==> src/hdl/lfsp_dist.sv <==
// ----------------------------------------------------------------------------
// lfsp_dist
// Periodic squared distance from a scanned point to the chosen site.
// ----------------------------------------------------------------------------
`default_nettype none

module lfsp_dist #(
    parameter int SW = 5,
    parameter int CW = 4,
    parameter int DW = 13
) (
    input  wire logic          i_clk,
    input  wire logic [SW-1:0] i_side,
    input  wire logic [CW-1:0] i_x,
    input  wire logic [CW-1:0] i_y,
    input  wire logic [CW-1:0] i_z,
    input  wire logic [CW-1:0] i_cx,
    input  wire logic [CW-1:0] i_cy,
    input  wire logic [CW-1:0] i_cz,
    output logic      [DW-1:0] o_d2
);
    localparam int SQW = 2 * CW + 2;

    // minimum image along one axis
    function automatic logic [CW-1:0] axis_gap(
        input logic [CW-1:0] a,
        input logic [CW-1:0] b,
        input logic [SW-1:0] n
    );
        logic [CW-1:0] d;
        d = (a > b) ? a - b : b - a;
        if ({d, 1'b0} > (CW + 1)'(n)) begin
            d = CW'(n - SW'(d));
        end
        return d;
    endfunction

    logic [CW-1:0]  gx, gy, gz;
    logic [SQW-1:0] sum;
    logic [DW-1:0]  r_d2;

    always_comb begin
        gx  = axis_gap(i_x, i_cx, i_side);
        gy  = axis_gap(i_y, i_cy, i_side);
        gz  = axis_gap(i_z, i_cz, i_side);
        sum = SQW'(gx) * SQW'(gx) + SQW'(gy) * SQW'(gy) + SQW'(gz) * SQW'(gz);
    end

    always_ff @(posedge i_clk) begin
        r_d2 <= DW'(sum);
    end

    assign o_d2 = r_d2;

endmodule

`default_nettype wire

==> config.mk <==
export PLATFORM = sky130hd
export DESIGN_NAME = lfsp_dist
export DESIGN_NICKNAME = d
export VERILOG_FILES = /design/src/hdl/lfsp_dist.sv
export SDC_FILE = /design/constraint.sdc
export NUM_CORES = 1
export LEC_CHECK = 0
export ABC_AREA = 1
export BUFFER_PORTS_ARGS = -buffer_cell sky130_fd_sc_hd__buf_2
export CORE_MARGIN = 8
export CORE_UTILIZATION = 45
export DETAILED_ROUTE_END_ITERATION = 10
export PLACE_DENSITY = 0.74
export REMOVE_ABC_BUFFERS = 1
export SYNTH_ARGS = -nofsm -noshare
export SYNTH_HDL_FRONTEND = slang
export SYNTH_SLANG_ARGS = --single-unit
==> constraint.sdc <==
create_clock -name i_clk -period 6.28 [get_ports i_clk]
set_clock_uncertainty 0.1 [all_clocks]
set_input_delay 0.628 -clock i_clk [delete_from_list [all_inputs] [get_ports i_clk]]
set_output_delay 0.628 -clock i_clk [all_outputs]
set_load 0.02 [all_outputs]
==> reports/qor.csv <==
stage,metric,value,unit
status,status,"finished, violations left",
status,failing checks,negative setup slack,
global_route,antenna violations before repair,0,
finish,"non-filler cells, final",717,
worst_setup_path,Worst Setup Start Kind,input pin,
finish,max reg flops,10,
worst_setup_path,critical path endpoint category,register,
logic_synthesis,cell count after synthesis,452,
clock_network,CTS tree,yes,
finish,Layout Nets,749,
logic_synthesis,Yosys warnings,0,
logic_synthesis,"EDFF count, synth",0,
logic_synthesis,number of synthesized register bits,10,
finish,ANT cells,0,
floorplan,Die Height,103,um
floorplan,Die X-Extent,103,um
finish,"Design Area, Final",5490,sq um
worst_setup_path,crit path launch,i_y[0],
sta,Final Hold Viols,0,
routing,average wire per standard cell,17.0,um
sta,unrepaired setup endpoints after global routing,true,
finish,share of cells above drive strength 1,0.581,
worst_setup_path,CP max stage cell,fa_1,
routing,DRC,0,
routing,number of vias per cell,5.14,
logic_synthesis,largest cells by area after synthesis,"ha_1 26%, fa_1 18%, inv_1 12%",
logic_synthesis,Synth area leader,ha_1,
sta,Final Critical Period,6.39,ns
worst_setup_path,Worst Setup EP,o_d2[9],
global_route,GR Overflow Total,0,
logic_synthesis,"Seq/Total Area, Yosys",0.0592,
worst_setup_path,Worst EP required,6.31,ns
hold_path,Hold Crit Class,reg -> out,
global_route,first-pass GRT wire length,16.1,mm
sta,fmax,156,MHz
sta,fin. max-slew vios,0,
global_route,GRT Total Usage,0.189,
worst_setup_path,kind of critical path,in -> reg,
worst_setup_path,CP max FO,5,
floorplan,die area,10500,sq um
placement,placed instance count,673,
routing,WL final,12.2,mm
clock_network,Root Buffer,clkbuf_8,
run,# Max-Cap Violations,0,
routing,routed vias,3684,
floorplan,core area,7250,sq um
global_route,vias in the first global route,3853,
placement,# port buffers,39,
clock_network,Clock Tree Buf Depth,2,
clock_network,H-tree depth,1,
routing,antenna-violating nets left,0,
placement,Placed Area,4310,sq um
logic_synthesis,ys flop type,dfxtp_1,
global_route,largest net degree at the start of global routing,10,
clock_network,# hold bufs at CTS,0,
logic_synthesis,synthesized cell area,3380,sq um
finish,Layout area overhead,62.4,%
placement,HPWL after detailed placement,6.75,mm
logic_synthesis,Synth cell types,31,
routing,total iterations of the first detailed-routing run,4,
sta,setup ws final,-0.112,ns
clock_network,clock-pin slew on the worst setup and hold paths,0.05,ns
placement,GP Congestion,0.860,
hold_path,Hold Crit Start,o_d2[2],
worst_setup_path,WP data arrival,6.42,ns
clock_network,CTS Sinks,10,
clock_network,cts bufs inserted,3,
worst_setup_path,CP max stage delay,0.60,ns
logic_synthesis,mean post-synth cell area,7.48,sq um
floorplan,Core Rows,31,
logic_synthesis,Synth async-reset ratio,0,
routing,initial drt markers,174,
floorplan,total I/O pin count,43,
logic_synthesis,Synth top area share,0.255,
sta,final setup fails,3,
sta,Final period util,1.02,
floorplan,Starting Density,0.466,
## worst min-delay path by stage
| stage | end | cells past startpoint |
|---|---|---|
| 3_3_place_gp | o_d2[4] | 1 |
| 5_1_grt | o_d2[0] | 1 |
| 4_1_cts | o_d2[0] | 8 |
| 2_1_floorplan | o_d2[0] | 0 |
| 3_5_place_dp | o_d2[0] | 1 |
| 6_report | o_d2[2] | 1 |
## timing repair
action                     in CTS  in global routing
resized for setup              96                 95
setup endpoints to repair       6                  6
pin swaps                      57                 76
buffers inserted               26                 14
## area by class of cell
type                    count  area [sq um]
clock buffers               4          55.1
fillers                   451          1760
inverters                 123           484
multi-input cells         315          3440
flip-flops and latches     10           200
well taps                  99           124
repair buffers            166          1190
## cell families (layout without fill, tap and decap cells)
logic type,after synthesis,after routing,share of synthesized area
other,1,3,0.00111
AOI/OAI and AO/OA,29,29,0.0592
adders and majority gates,100,100,0.439
DFF,10,10,0.0592
and+or+nand+nor,169,169,0.245
buffers and inverters,129,293,0.152
xor gates and xnor gates,14,14,0.0440
## cells in the final DEF (no fill, tap or decap), types with 4 or more instances in the layout
cell type / netlist / final
nand4_1: 7 / 7
clkbuf_8: 0 / 4
o21ai_2: 7 / 7
ha_1: 69 / 40
nor2_1: 18 / 11
ha_4: 0 / 24
fa_1: 31 / 23
buf_2: 0 / 36
inv_2: 13 / 30
xor2_1: 5 / 4
nand3_2: 5 / 14
nor2_2: 2 / 5
fa_2: 0 / 8
a21oi_1: 15 / 6
nand3_1: 28 / 16
nand2_2: 17 / 32
a21oi_2: 1 / 7
inv_1: 110 / 84
buf_6: 2 / 9
nand2_1: 81 / 47
nor2_4: 1 / 5
inv_4: 0 / 9
dfxtp_1: 10 / 10
buf_4: 4 / 121
nand3b_1: 4 / 4
ha_2: 0 / 5
o21ai_4: 2 / 4
nand2_4: 4 / 23
## worst max-delay path, delay by kind of cell
kind	cells	cell delay, ns
buf+inv	10	0.73
simple gates	16	1.37
compound gates	3	0.47
fa+ha+maj	9	3.24
## metrics by stage
stage / setup TNS [ns] / worst slack (ns) / hold slack [ns] / utilization
after CTS: 0 / 0.000201 / 1.15 / 0.687
final: -0.301 / -0.112 / 1.19 / 0.757
after detailed placement: -3.55 / -0.708 / 0.945 / 0.594
after floorplan: -0.192 / -0.160 / 0.867 / -
after global routing: -0.834 / -0.265 / 1.21 / 0.757
after global placement: -1.48 / -0.349 / 0.945 / 0.594
## layer usage
layer	track usage	share of wire	vias up
met5	0	0	-
met1	0.191	0.36	1758
li1	-	-	1704
met3	0.0203	0.048	65
met2	0.377	0.53	157
met4	0.0790	0.058	0
## cells in the mapped netlist (2+ instances only)
master    instances
inv_1           110
nand2_1          81
fa_1             31
a21oi_1          15
inv_2            13
nor2_2            2
nand3_2           5
nand2_4           4
xor2_1            5
ha_1             69
nand3b_1          4
nand2_2          17
o21ai_2           7
dfxtp_1          10
xnor2_1           7
buf_4             4
nor2_1           18
nand3_1          28
o21ai_1           2
o21ai_4           2
buf_6             2
nand4_1           7
Power is left out: the tool's default activity adds up to more than one toggle a clock period on the data nets, which glitch-free logic cannot reach.
